===== src/hdl/rgbns_pkg.sv =====
// ----------------------------------------------------------------------------
// rgbns_pkg
// Shared types and constants of the RGB565 nearest-neighbour scaler.
// ----------------------------------------------------------------------------
`default_nettype none

package rgbns_pkg;

  // Width of a source coordinate and of a source size register.
  localparam int SRC_W = 13;
  // Width of one target coordinate; covers target sizes up to 511.
  localparam int COORD_W = 9;
  // Widths of the framebuffer address and of the packed colour.
  localparam int ADDR_W = 14;
  localparam int COLOR_W = 16;
  // Configuration bus widths.
  localparam int DATA_W = 32;
  localparam int PADDR_W = 3;

  // Source sizes below this value are treated as this value.
  localparam logic [SRC_W-1:0] MIN_SOURCE = 13'd14;

  // A run of writes for one source pixel is cut after this many beats.
  localparam int MAX_RUN = 64;
  localparam int RUN_CNT_W = 6;

  // Number of jobs held between the front and the back.
  localparam int QUEUE_DEPTH = 2;

  // Register indexes on the configuration port.
  localparam logic REG_SOURCE_WIDTH = 1'b0;
  localparam logic REG_SOURCE_HEIGHT = 1'b1;

  // One scaled pixel handed from the front to the back: the covered
  // target span, half open on the upper side, and the packed colour.
  typedef struct packed {
    logic [COORD_W-1:0] x0;
    logic [COORD_W-1:0] x1;
    logic [COORD_W-1:0] y0;
    logic [COORD_W-1:0] y1;
    logic [COLOR_W-1:0] color;
  } job_t;

  // Front state machine.
  typedef enum logic [1:0] {
    F_IDLE,
    F_DIVIDE,
    F_PUSH
  } front_state_t;

endpackage

`default_nettype wire


===== src/hdl/rgbns_front.sv =====
// ----------------------------------------------------------------------------
// rgbns_front
// Accepts source pixels, drops those outside the source image, and works out
// the covered target span with four restoring dividers running side by side.
// ----------------------------------------------------------------------------
`default_nettype none

module rgbns_front #(
  parameter int TARGET_SIZE = 112
) (
  input  wire logic                          clk,
  input  wire logic                          rst,
  input  wire logic [rgbns_pkg::SRC_W-1:0]   source_width,
  input  wire logic [rgbns_pkg::SRC_W-1:0]   source_height,
  input  wire logic                          in_valid,
  output      logic                          in_ready,
  input  wire logic [rgbns_pkg::SRC_W-1:0]   column,
  input  wire logic [rgbns_pkg::SRC_W-1:0]   row,
  input  wire logic [7:0]                    red,
  input  wire logic [7:0]                    green,
  input  wire logic [7:0]                    blue,
  output      logic                          job_valid,
  input  wire logic                          job_ready,
  output      rgbns_pkg::job_t               job
);

  // The quotient never exceeds TARGET_SIZE, so it needs TW bits.
  localparam int TW = $clog2(TARGET_SIZE + 1);
  localparam int QW = TW;
  localparam int DW = rgbns_pkg::SRC_W + 1 + TW;
  localparam int SW = rgbns_pkg::SRC_W + QW - 1;
  localparam int CW = $clog2(QW);
  localparam int LANES = 4;

  rgbns_pkg::front_state_t state, state_next;

  logic [rgbns_pkg::SRC_W-1:0]   w_eff;
  logic [rgbns_pkg::SRC_W-1:0]   h_eff;
  logic                          in_source;
  logic [DW-1:0]                 rem [LANES];
  logic [QW-1:0]                 quo [LANES];
  logic [QW-1:0]                 qc [LANES];
  logic [DW-1:0]                 dvs [LANES];
  logic                          ge [LANES];
  logic [SW-1:0]                 dsh_w;
  logic [SW-1:0]                 dsh_h;
  logic [CW-1:0]                 step_cnt;
  logic [rgbns_pkg::COLOR_W-1:0] color;
  logic                          span_ok;

  // Small sizes are raised to the minimum, which also keeps the divisor
  // away from zero.
  assign w_eff = (source_width < rgbns_pkg::MIN_SOURCE) ? rgbns_pkg::MIN_SOURCE
                                                         : source_width;
  assign h_eff = (source_height < rgbns_pkg::MIN_SOURCE) ? rgbns_pkg::MIN_SOURCE
                                                          : source_height;
  assign in_source = (column < w_eff) && (row < h_eff);

  // One trial subtraction per lane and cycle; lanes 0 and 1 divide by the
  // width, lanes 2 and 3 by the height.
  always_comb begin
    for (int l = 0; l < LANES; l++) begin
      dvs[l] = (l < 2) ? DW'(dsh_w) : DW'(dsh_h);
      ge[l]  = rem[l] >= dvs[l];
      qc[l]  = (quo[l] > QW'(TARGET_SIZE)) ? QW'(TARGET_SIZE) : quo[l];
    end
  end

  // A pixel whose span is empty in either direction causes no write.
  assign span_ok = (qc[0] < qc[1]) && (qc[2] < qc[3]);

  assign job.x0    = rgbns_pkg::COORD_W'(qc[0]);
  assign job.x1    = rgbns_pkg::COORD_W'(qc[1]);
  assign job.y0    = rgbns_pkg::COORD_W'(qc[2]);
  assign job.y1    = rgbns_pkg::COORD_W'(qc[3]);
  assign job.color = color;

  // State register.
  always_ff @(posedge clk) begin
    if (rst) begin
      state <= rgbns_pkg::F_IDLE;
    end else begin
      state <= state_next;
    end
  end

  // Next state and handshake outputs.
  always_comb begin
    state_next = state;
    in_ready   = 1'b0;
    job_valid  = 1'b0;
    case (state)
      rgbns_pkg::F_IDLE: begin
        in_ready = 1'b1;
        if (in_valid && in_source) begin
          state_next = rgbns_pkg::F_DIVIDE;
        end
      end
      rgbns_pkg::F_DIVIDE: begin
        if (step_cnt == '0) begin
          state_next = rgbns_pkg::F_PUSH;
        end
      end
      rgbns_pkg::F_PUSH: begin
        job_valid = span_ok;
        if (!span_ok || job_ready) begin
          state_next = rgbns_pkg::F_IDLE;
        end
      end
      default: begin
        state_next = rgbns_pkg::F_IDLE;
      end
    endcase
  end

  // Dividend load while idle, then one quotient bit per cycle, most
  // significant first, with the divisor shifted down each step.
  always_ff @(posedge clk) begin
    if (state == rgbns_pkg::F_IDLE) begin
      rem[0]   <= DW'(column) * DW'(TARGET_SIZE);
      rem[1]   <= (DW'(column) + DW'(1)) * DW'(TARGET_SIZE);
      rem[2]   <= DW'(row) * DW'(TARGET_SIZE);
      rem[3]   <= (DW'(row) + DW'(1)) * DW'(TARGET_SIZE);
      dsh_w    <= {w_eff, {(QW-1){1'b0}}};
      dsh_h    <= {h_eff, {(QW-1){1'b0}}};
      step_cnt <= CW'(QW - 1);
      color    <= {red[7:3], green[7:2], blue[7:3]};
      for (int l = 0; l < LANES; l++) begin
        quo[l] <= '0;
      end
    end else if (state == rgbns_pkg::F_DIVIDE) begin
      for (int l = 0; l < LANES; l++) begin
        rem[l] <= ge[l] ? (rem[l] - dvs[l]) : rem[l];
        quo[l] <= {quo[l][QW-2:0], ge[l]};
      end
      dsh_w    <= dsh_w >> 1;
      dsh_h    <= dsh_h >> 1;
      step_cnt <= step_cnt - CW'(1);
    end
  end

  // The dividers must give ordered spans inside the target.
  a_span_ordered: assert property (@(posedge clk) disable iff (rst)
    (state == rgbns_pkg::F_PUSH) |-> (qc[0] <= qc[1]) && (qc[2] <= qc[3]))
    else $error("front: target span out of order");

  a_quotient_bound: assert property (@(posedge clk) disable iff (rst)
    (state == rgbns_pkg::F_PUSH) |->
      (quo[1] <= QW'(TARGET_SIZE)) && (quo[3] <= QW'(TARGET_SIZE)))
    else $error("front: quotient beyond target size");

endmodule

`default_nettype wire


===== src/hdl/rgbns_queue.sv =====
// ----------------------------------------------------------------------------
// rgbns_queue
// Short job queue between the front and the back so that each side can
// stall without holding up the other.
// ----------------------------------------------------------------------------
`default_nettype none

module rgbns_queue (
  input  wire logic            clk,
  input  wire logic            rst,
  input  wire logic            push_valid,
  output      logic            push_ready,
  input  wire rgbns_pkg::job_t push_job,
  output      logic            pop_valid,
  input  wire logic            pop_ready,
  output      rgbns_pkg::job_t pop_job
);

  localparam int DEPTH = rgbns_pkg::QUEUE_DEPTH;
  localparam int PW = $clog2(DEPTH);
  localparam int NW = $clog2(DEPTH + 1);

  rgbns_pkg::job_t entry [DEPTH];
  logic [PW-1:0]   wr_ptr;
  logic [PW-1:0]   rd_ptr;
  logic [NW-1:0]   count;
  logic            push;
  logic            pop;

  assign push_ready = (count != NW'(DEPTH));
  assign pop_valid  = (count != '0);
  assign push       = push_valid && push_ready;
  assign pop        = pop_valid && pop_ready;
  assign pop_job    = entry[rd_ptr];

  // Pointers and fill level.
  always_ff @(posedge clk) begin
    if (rst) begin
      wr_ptr <= '0;
      rd_ptr <= '0;
      count  <= '0;
    end else begin
      if (push) begin
        wr_ptr <= (wr_ptr == PW'(DEPTH - 1)) ? '0 : wr_ptr + PW'(1);
      end
      if (pop) begin
        rd_ptr <= (rd_ptr == PW'(DEPTH - 1)) ? '0 : rd_ptr + PW'(1);
      end
      if (push && !pop) begin
        count <= count + NW'(1);
      end else if (pop && !push) begin
        count <= count - NW'(1);
      end
    end
  end

  // Storage.
  always_ff @(posedge clk) begin
    if (push) begin
      entry[wr_ptr] <= push_job;
    end
  end

  a_fill_bound: assert property (@(posedge clk) disable iff (rst)
    count <= NW'(DEPTH))
    else $error("queue: fill level beyond depth");

endmodule

`default_nettype wire


===== src/hdl/rgbns_back.sv =====
// ----------------------------------------------------------------------------
// rgbns_back
// Walks the target span of one job row by row and issues one framebuffer write
// beat per covered target pixel, up to MAX_RUN, through an output register.
// ----------------------------------------------------------------------------
`default_nettype none

module rgbns_back #(
  parameter int TARGET_SIZE = 112
) (
  input  wire logic                            clk,
  input  wire logic                            rst,
  input  wire logic                            job_valid,
  output      logic                            job_ready,
  input  wire rgbns_pkg::job_t                 job,
  output      logic                            out_valid,
  input  wire logic                            out_ready,
  output      logic [rgbns_pkg::ADDR_W-1:0]    target_address,
  output      logic [rgbns_pkg::COLOR_W-1:0]   pixel_color,
  output      logic                            run_end
);

  localparam int CWD = rgbns_pkg::COORD_W;
  localparam int RBW = 2 * rgbns_pkg::COORD_W;

  logic                              active;
  logic [CWD-1:0]                    tx;
  logic [CWD-1:0]                    ty;
  logic [CWD-1:0]                    x0;
  logic [CWD-1:0]                    x1;
  logic [CWD-1:0]                    y1;
  logic [RBW-1:0]                    row_base;
  logic [rgbns_pkg::COLOR_W-1:0]     color;
  logic [rgbns_pkg::RUN_CNT_W-1:0]   beat_cnt;
  logic                              step;
  logic                              last_col;
  logic                              last_row;
  logic                              last;
  logic [RBW-1:0]                    addr_sum;

  assign job_ready = !active;
  assign step      = active && (!out_valid || out_ready);
  assign last_col  = (tx + CWD'(1)) == x1;
  assign last_row  = (ty + CWD'(1)) == y1;
  assign last      = (last_col && last_row) ||
                     (beat_cnt == rgbns_pkg::RUN_CNT_W'(rgbns_pkg::MAX_RUN - 1));
  assign addr_sum  = row_base + RBW'(tx);

  // Run control and output beat valid.
  always_ff @(posedge clk) begin
    if (rst) begin
      active    <= 1'b0;
      out_valid <= 1'b0;
    end else begin
      if (!active && job_valid) begin
        active <= 1'b1;
      end else if (step && last) begin
        active <= 1'b0;
      end
      if (step) begin
        out_valid <= 1'b1;
      end else if (out_ready) begin
        out_valid <= 1'b0;
      end
    end
  end

  // Span walk: columns inside a row, then the next row with its base
  // address moved on by one target row.
  always_ff @(posedge clk) begin
    if (!active) begin
      tx       <= job.x0;
      x0       <= job.x0;
      x1       <= job.x1;
      ty       <= job.y0;
      y1       <= job.y1;
      color    <= job.color;
      row_base <= RBW'(job.y0) * RBW'(TARGET_SIZE);
      beat_cnt <= '0;
    end else if (step) begin
      beat_cnt <= beat_cnt + rgbns_pkg::RUN_CNT_W'(1);
      if (last_col) begin
        tx       <= x0;
        ty       <= ty + CWD'(1);
        row_base <= row_base + RBW'(TARGET_SIZE);
      end else begin
        tx <= tx + CWD'(1);
      end
    end
  end

  // Output register.
  always_ff @(posedge clk) begin
    if (step) begin
      target_address <= addr_sum[rgbns_pkg::ADDR_W-1:0];
      pixel_color    <= color;
      run_end        <= last;
    end
  end

  a_walk_in_span: assert property (@(posedge clk) disable iff (rst)
    active |-> (tx >= x0) && (tx < x1) && (ty < y1))
    else $error("back: walk left the target span");

  a_run_closes: assert property (@(posedge clk) disable iff (rst)
    (step && last) |=> !active && out_valid && run_end)
    else $error("back: run did not close on its last beat");

  a_no_load_mid_run: assert property (@(posedge clk) disable iff (rst)
    (active && !(step && last)) |=> active && $stable(x1) && $stable(y1))
    else $error("back: span changed in the middle of a run");

endmodule

`default_nettype wire


===== src/hdl/rgb565_nearest_scaler_core.sv =====
// ----------------------------------------------------------------------------
// rgb565_nearest_scaler_core
// Nearest-neighbour scaler from RGB888 source pixels to RGB565 writes into a
// square framebuffer of TARGET_SIZE pixels per side.
// ----------------------------------------------------------------------------
// Each accepted source pixel is checked against the source size (values
// below 14 count as 14) and mapped to the target span column*T/width up to
// (column+1)*T/width, rows alike; the block then issues one write beat per
// covered target pixel, row by row, with run_end on the last one, and none
// for a pixel outside the source or with an empty span. The front works out
// each pixel's span with four restoring dividers that produce one quotient
// bit a cycle; the back issues one write beat per cycle while out_ready does
// not hold it, and loads each run while idle, so when upscaling the rate
// follows the run length, at most 64 beats. A two-entry job queue lets the
// front work on the next pixel while the back is busy.
// The source sizes sit on an APB-style port at byte addresses 0 and 4 and
// should be written only while the block is idle.
// ----------------------------------------------------------------------------
`default_nettype none

module rgb565_nearest_scaler_core #(
  parameter int TARGET_SIZE = 112
) (
  input  wire logic                            clk,
  input  wire logic                            rst,
  // Configuration port.
  input  wire logic                            psel,
  input  wire logic                            penable,
  input  wire logic                            pwrite,
  input  wire logic [rgbns_pkg::PADDR_W-1:0]   paddr,
  input  wire logic [rgbns_pkg::DATA_W-1:0]    pwdata,
  output      logic [rgbns_pkg::DATA_W-1:0]    prdata,
  output      logic                            pready,
  // Source pixels.
  input  wire logic                            in_valid,
  output      logic                            in_ready,
  input  wire logic [rgbns_pkg::SRC_W-1:0]     column,
  input  wire logic [rgbns_pkg::SRC_W-1:0]     row,
  input  wire logic [7:0]                      red,
  input  wire logic [7:0]                      green,
  input  wire logic [7:0]                      blue,
  // Framebuffer writes.
  output      logic                            out_valid,
  input  wire logic                            out_ready,
  output      logic [rgbns_pkg::ADDR_W-1:0]    target_address,
  output      logic [rgbns_pkg::COLOR_W-1:0]   pixel_color,
  output      logic                            run_end
);

  logic [rgbns_pkg::SRC_W-1:0] source_width;
  logic [rgbns_pkg::SRC_W-1:0] source_height;
  logic                        cfg_write;
  logic                        reg_index;

  logic            fq_valid;
  logic            fq_ready;
  rgbns_pkg::job_t fq_job;
  logic            qb_valid;
  logic            qb_ready;
  rgbns_pkg::job_t qb_job;

  // Register decode: the index is the word address.
  assign pready    = 1'b1;
  assign reg_index = paddr[2];
  assign cfg_write = psel && penable && pwrite && pready;

  always_ff @(posedge clk) begin
    if (rst) begin
      source_width  <= 13'd112;
      source_height <= 13'd112;
    end else if (cfg_write) begin
      case (reg_index)
        rgbns_pkg::REG_SOURCE_WIDTH: begin
          source_width <= pwdata[rgbns_pkg::SRC_W-1:0];
        end
        rgbns_pkg::REG_SOURCE_HEIGHT: begin
          source_height <= pwdata[rgbns_pkg::SRC_W-1:0];
        end
        default: begin
        end
      endcase
    end
  end

  // Read back.
  always_comb begin
    case (reg_index)
      rgbns_pkg::REG_SOURCE_WIDTH:  prdata = rgbns_pkg::DATA_W'(source_width);
      rgbns_pkg::REG_SOURCE_HEIGHT: prdata = rgbns_pkg::DATA_W'(source_height);
      default:                      prdata = '0;
    endcase
  end

  // Front: classification and span division.
  rgbns_front #(
    .TARGET_SIZE(TARGET_SIZE)
  ) u_front (
    .clk           (clk),
    .rst           (rst),
    .source_width  (source_width),
    .source_height (source_height),
    .in_valid      (in_valid),
    .in_ready      (in_ready),
    .column        (column),
    .row           (row),
    .red           (red),
    .green         (green),
    .blue          (blue),
    .job_valid     (fq_valid),
    .job_ready     (fq_ready),
    .job           (fq_job)
  );

  // Job queue.
  rgbns_queue u_queue (
    .clk        (clk),
    .rst        (rst),
    .push_valid (fq_valid),
    .push_ready (fq_ready),
    .push_job   (fq_job),
    .pop_valid  (qb_valid),
    .pop_ready  (qb_ready),
    .pop_job    (qb_job)
  );

  // Back: write beat generation.
  rgbns_back #(
    .TARGET_SIZE(TARGET_SIZE)
  ) u_back (
    .clk            (clk),
    .rst            (rst),
    .job_valid      (qb_valid),
    .job_ready      (qb_ready),
    .job            (qb_job),
    .out_valid      (out_valid),
    .out_ready      (out_ready),
    .target_address (target_address),
    .pixel_color    (pixel_color),
    .run_end        (run_end)
  );

endmodule

`default_nettype wire

===== config.mk =====
export PLATFORM = sky130hd
export DESIGN_NAME = rgb565_nearest_scaler_core
export DESIGN_NICKNAME = d
export VERILOG_FILES = /design/src/hdl/rgbns_pkg.sv /design/src/hdl/rgbns_front.sv /design/src/hdl/rgbns_queue.sv /design/src/hdl/rgbns_back.sv /design/src/hdl/rgb565_nearest_scaler_core.sv
export SDC_FILE = /design/constraint.sdc
export NUM_CORES = 1
export LEC_CHECK = 0
export BUFFER_PORTS_ARGS = -buffer_cell sky130_fd_sc_hd__buf_4
export CAP_MARGIN = 30
export CORE_AREA = 3 3 233 235
export CTS_BUF_LIST = sky130_fd_sc_hd__clkbuf_2 sky130_fd_sc_hd__clkbuf_4 sky130_fd_sc_hd__clkbuf_8
export CTS_CLUSTER_SIZE = 28
export DETAILED_ROUTE_END_ITERATION = 10
export DIE_AREA = 0 0 236 238
export GPL_TIMING_DRIVEN = 1
export PLACE_DENSITY = 0.67
export SYNTH_ARGS = -nofsm -noshare
export SYNTH_HDL_FRONTEND = slang
export SYNTH_HIERARCHICAL = 1
export SYNTH_SLANG_ARGS = --single-unit
export TNS_END_PERCENT = 1

===== constraint.sdc =====
create_clock -name clk -period 6.8 [get_ports clk]
set_clock_uncertainty 0.1 [all_clocks]
set_input_delay 1.36 -clock clk [delete_from_list [all_inputs] [get_ports clk]]
set_output_delay 1.36 -clock clk [all_outputs]
set_load 0.03 [all_outputs]

=== After elaboration in Yosys (flattened, before gate mapping) ===
Memory sizes are Yosys's and may differ from the RTL's. A register that Yosys moved wholly into a read port is not among the register bits.
Index checks and enable logic that the tools add are counted.

* Register bits: 207
* RAM bits: 200
* Input port bits: 92
* Output and inout bits: 66
* Memories: 3

* $add $sub $neg: 16
* Multipliers: 5
* $lt $le $gt $ge: 14
* Equality and inequality tests: 11
* Mux-type cells: 54
* Bitwise logic cells: 9
* Reduce and logical (&&, ||, !) cells: 32

{| class="wikitable"
|+ Memories
! name !! words !! bits a word !! read ports !! clocked after memory_dff !! wr ports !! RTL line !! text
|-
| u_queue.entry || 2 || 44 || 1 || 1 || 1 || rgbns_queue.sv:23 || <nowiki>rgbns_pkg::job_t entry [DEPTH];</nowiki>
|-
| u_front.rem || 4 || 21 || 4 || 0 || 4 || rgbns_front.sv:40 || <nowiki>logic [DW-1:0] rem [LANES];</nowiki>
|-
| u_front.quo || 4 || 7 || 4 || 0 || 4 || rgbns_front.sv:41 || <nowiki>logic [QW-1:0] quo [LANES];</nowiki>
|}

{| class="wikitable"
|+ Operators by type and width
! operator !! count
|-
| 21-bit two-way mux || 8
|-
| 21-bit by 19-bit greater-or-equal comparator with 1-bit output || 4
|-
| 21-bit by 19-bit subtractor with 21-bit output || 4
|-
| 19-bit two-way mux || 4
|-
| 32-bit one-hot mux with 2 select lines || 1
|-
| 7-bit two-way mux || 8
|-
| 9-bit two-way mux || 6
|-
| 16-bit two-way mux || 3
|-
| 21-bit by 3-bit multiplier with 17-bit output (second input constant) || 2
|-
| 13-bit by 3-bit multiplier with 16-bit output (second input constant) || 2
|-
| 13-bit by 1-bit adder with 14-bit output (second input constant) || 2
|-
| 7-bit greater-than comparator (second input constant) || 4
|-
| 13-bit less-than comparator || 2
|-
| 13-bit by 4-bit less-than comparator with 1-bit output (second input constant) || 2
|-
| 13-bit two-way mux || 2
|-
| 18-bit by 7-bit adder with 18-bit output (second input constant) || 1
|-
| 9-bit by 1-bit adder with 9-bit output (second input constant) || 2
|-
| 9-bit equality test || 2
|-
| 1-bit two-way mux || 16
|-
| 14-bit by 9-bit adder with 14-bit output || 1
|-
| 7-bit less-than comparator || 2
|-
| 1-bit logical AND || 12
|-
| 9-bit by 3-bit multiplier with 12-bit output (second input constant) || 1
|-
| 2-bit two-way mux || 5
|-
| 20 further kinds || 45
|}

=== Depth between registers and ports, before layout ===
An unclocked memory read counts as a cell.

* Word-level depth: 11
* Gate-level depth with buffers: 17
* Depth with buffers taken out: 17

=== Modules after synthesis ===
Netlist, hierarchy kept.

{| class="wikitable"
|+ Modules (own cells, without submodules)
! module !! times used !! cells each !! area an instance (um^2) !! sequential area each (um^2)
|-
| rgbns_front || 1 || 1641 || 15368.5 || 4964.8
|-
| rgbns_back || 1 || 399 || 5336.4 || 3223.1
|-
| rgbns_queue || 1 || 186 || 3961.3 || 3223.1
|-
| rgb565_nearest_scaler_core || 1 || 138 || 1416.4 || 520.5
|}

=== Worst setup path before layout ===
OpenSTA, ideal clock, no wires.

* Kind: in2reg
* Start: input row[0] in the netlist's numbering
* End: memory u_front/rem[3][19] in the netlist's numbering, data pin
* Library setup time: 0.266 ns
* Arrival: 4.864 ns
* Path slack: 1.570 ns
* Cell stages on the path: 16
* Path buffers: 1
* Cells stage by stage: clkbuf_1 -> and3_1 -> and3_1 -> xor2_1 -> inv_1 -> fa_1 -> inv_1 -> ha_1 -> and4_1 -> nor3b_1 -> a211oi_1 -> a311oi_1 -> or3_1 -> a31oi_1 -> xor2_1 -> mux2i_1

{| class="wikitable"
|+ RTL lines
! element !! RTL line !! text
|-
| from (decl) || rgb565_nearest_scaler_core.sv:38 || <nowiki>input wire logic [rgbns_pkg::SRC_W-1:0] row,</nowiki>
|-
| to (decl) || rgbns_front.sv:40 ||
|}

==> metrics.md <==
| Metric | Value |
|---|---|
| Slew HR | 31.8% |
| Leakage power | 11.8 nW |
| Post-synth top flop | edfxtp_1 |
| P&R area growth vs syn | 11.3% |
| Worst Hold Depth | 0 |
| Hold buffer count at CTS | 0 |
| Fin crit share | 75.4% |
| RSZ-0062 raised after global routing | no |
| Post-cts sizing count | 0 |
| Routed WL per cell | 17.3 microns |
| Commonest non-fill, non-tap cell in the layout | edfxtp_1 |
| Final slew viol count | 0 |
| Placement row count | 84 |
| Most frequent cells in the layout | edfxtp_1 (360), ha_1 (214), nor2_1 (177) |
| Pre-Repair DR Iteration Count | 5 |
| Setup bufs post-CTS | 0 |
| Yosys cell types | 86 |
| Average size of a mapped cell | 11.0 sq um |
| Clk buf depth | 3 |
| Cell breakdown of the critical path | buf_4 -> ha_1 -> and3_1 -> and3_1 -> xor2_1 -> inv_1 -> fa_1 -> inv_1 -> ha_1 -> and4_1 -> nor3b_1 -> a211oi_1 -> a311oi_1 -> or3_1 -> a31oi_1 -> xor2_1 -> mux2i_1 |
| Worst-Skew Late Latency | 660 ps |
| Worst r2r dst | u_front/rem[2][7]$_DFFE_PP_ |
| WP data arrival | 5420 ps |
| Routed Antenna Nets | 0 |
| Initial Util | 49.7% |
| Clock root buffer master | clkbuf_8 |
| TritonCTS clock tree | yes |
| Cells after Synth | 2,364 |
| Worst Reg2Reg Path Length in Cells | 11 |
| H-tree depth | 3 |
| Synth Register Bits | 416 |
| Total GRT Usage | 20.0% |
| First-pass GRT wire length | 92,400 microns |
| Die ar. | 56,200 sq um |
| Vias in the first global route | 18,300 |
| Initial DRC count | 1,051 |
| CP max-delay cell | fa_1 |
| Antenna violations before repair | 1 |
| FMAX | 0.195 GHz |
| WL final | 56,000 microns |
| Crit Path Max Fanout | 8 |
| TritonCTS Buffers | 74 |
| Power density cells | 335 nW/um^2 |
| Run status | complete, no violations |
| Core ar. | 52,400 sq um |
| Final setup fails | 0 |
| Die X | 236 microns |
| Final min period | 5130 ps |
| Crit Path Category | primary input to register |
| Worst Hold Class | register to register |
| I/O pins | 158 |
| Clock slew at reported path FFs | 60 ps |
| CP Depth | 17 |
| Final #Nets | 2,864 |
| Sequential share of the synthesized area | 45.7% |
| Worst Hold Path EP | u_back/pixel_color[9]$_DFFE_PP_ |
| CP bufs+invs | 3 |
| Yosys warns | 6 |
| DR DRC count | 0 |
| Overflow after GRT | 0 |
| Fillers | 4,441 |
| MaxCap Viol Count | 0 |
| Clk sinks | 416 |
| Worst slew pin tran | 997 ps |
| Share of cells above drive strength 1 | 14.4% |
| Routed vias/inst | 5.49 |
| Min-delay src | u_back/color[9]$_DFFE_PN_ |
| Largest net degree at the start of global routing | 69 |
| Req. time, crit path | 7090 ps |
| Dpl cells | 3,105 |
| Reg2Reg Launch Point | u_front/dsh_h[1]$_SDFFE_PP0P_ |
| Vias | 17,800 |
| Die Y | 238 microns |
| Final Instance Count excl. Fillers | 3,240 |
| CP endpoint kind | register |
| Gpl congestion | 0.882 |
| Top delay family on crit path | simple AND/OR/NAND/NOR gates |
| R2r setup slk | 3180 ps |
| DP HPWL | 40,200 microns |
| Final hold vios | 0 |
| Worst vdd rail ir drop | 0.000163 V |
| Buffers on Ports | 108 |
| Worst setup SP type | primary input |
| Ys async rst share | 0% |
| EDFF count, synth | 360 |
| Max incr delay on CP | 560 ps |
| Setup TNS Final | 0 ps |
| Post-Syn Area | 26,100 sq um |
## synth_stat cells (48+ instances only)
library cell	instances	share of area, %
edfxtp_1	360	41
ha_1	214	10
nor2_1	177	2.5
inv_1	164	2.4
a21oi_1	154	3.0
nand2_1	145	2.1
xnor2_1	106	3.6
o21ai_0	103	2.0
mux2_2	70	3.0
fa_1	65	5.0
nand2b_1	63	1.5
xor2_1	58	1.9
dfxtp_1	56	4.3
nand3_1	51	0.98
mux2i_1	49	1.9
clkbuf_1	48	0.69
## how the worst max path moves through the flow
stage	start	to	slack, ps
CTS	row[2]	u_front/rem[3][19]$_DFFE_PP_	1770
detailed placement	row[2]	u_front/rem[3][19]$_DFFE_PP_	1040
global route	row[3]	u_front/rem[3][19]$_DFFE_PP_	1360
global placement	row[2]	u_front/rem[3][19]$_DFFE_PP_	1110
finish	row[2]	u_front/rem[3][19]$_DFFE_PP_	1670
floorplan	row[0]	u_front/rem[3][19]$_DFFE_PP_	1570
## logic make-up (layout without fill, tap and decap cells)
| group | Yosys count | after routing | share of synthesized area, % |
|---|---|---|---|
| other | 3 | 29 | 0.0432 |
| flip-flops | 416 | 416 | 45.7 |
| multiplexers | 119 | 119 | 4.90 |
| AO/OA/AOI/OAI | 468 | 468 | 11.2 |
| adder cells (fa/ha/maj) | 279 | 279 | 15.3 |
| XOR/XNOR | 170 | 170 | 6.01 |
| AND/OR/NAND/NOR | 648 | 648 | 12.5 |
| buffers and inverters | 261 | 423 | 4.29 |
## worst register-to-register path: stages, from the launching register on
cell      delay, ps
dfxtp_1         470
inv_1           120
ha_1            330
nor2b_1         150
o31a_2          320
o311ai_2        380
a211oi_2        120
o22ai_1         390
o21ai_0         270
a31oi_1         330
a21oi_2          90
buf_4           260
## final cells by class
cell class | count | area (sq um) | area share, %
tap | 688 | 861 | 2.97
antenna | 1 | 2.50 | 0.00862
sequential | 416 | 11900 | 41.1
multi-input combinational | 1712 | 13200 | 45.3
inverter | 165 | 619 | 2.13
timing repair buffer | 124 | 931 | 3.21
clock inverter | 18 | 143 | 0.491
clock buffer | 116 | 1380 | 4.77
## metrics by stage
step / hold WS [ps] / util (%) / total power, mW / setup slack (ps) / instance area [sq um]
2_1_floorplan: 300 / - / 6.53 / 1570 / 26200
5_1_grt: 330 / 55.3 / 10.4 / 1360 / 29000
4_1_cts: 317 / 55.3 / 9.80 / 1770 / 29000
3_3_place_gp: 302 / 52.4 / 7.27 / 1110 / 27500
6_report: 314 / 55.3 / 9.73 / 1670 / 29000
3_5_place_dp: 305 / 52.4 / 7.38 / 1040 / 27500
## power breakdown
part           total, mW  switching, mW  internal [mW]
combinational       3.69           2.12           1.57
clock               2.35           1.04           1.31
sequential          3.69          0.274           3.41
## routing by layer
layer / up-vias / share of wire (%) / GRT usage, %
met5: - / 0 / 0
li1: 8739 / - / -
met2: 425 / 48 / 34.4
met3: 74 / 5.3 / 3.40
met4: 0 / 2.0 / 6.31
met1: 8561 / 44 / 25.9
## registers in the layout, summed over array words and instances, names as in the netlist, 6 cells and up, named ones only
| name | count |
|---|---|
| u_queue/entry | 104 |
| u_front/rem | 84 |
| u_front/quo | 28 |
| u_front/dsh_h | 19 |
| u_front/dsh_w | 19 |
| u_back/color | 16 |
| u_back/pixel_color | 16 |
| u_front/color | 16 |
| u_back/target_address | 14 |
| source_height | 13 |
| source_width | 13 |
| u_back/row_base | 10 |
| u_back/tx | 9 |
| u_back/ty | 9 |
| u_back/x0 | 9 |
| u_back/x1 | 9 |
| u_back/y1 | 9 |
| u_back/beat_cnt | 6 |
Note: power is estimated with default switching activity, not from simulation.
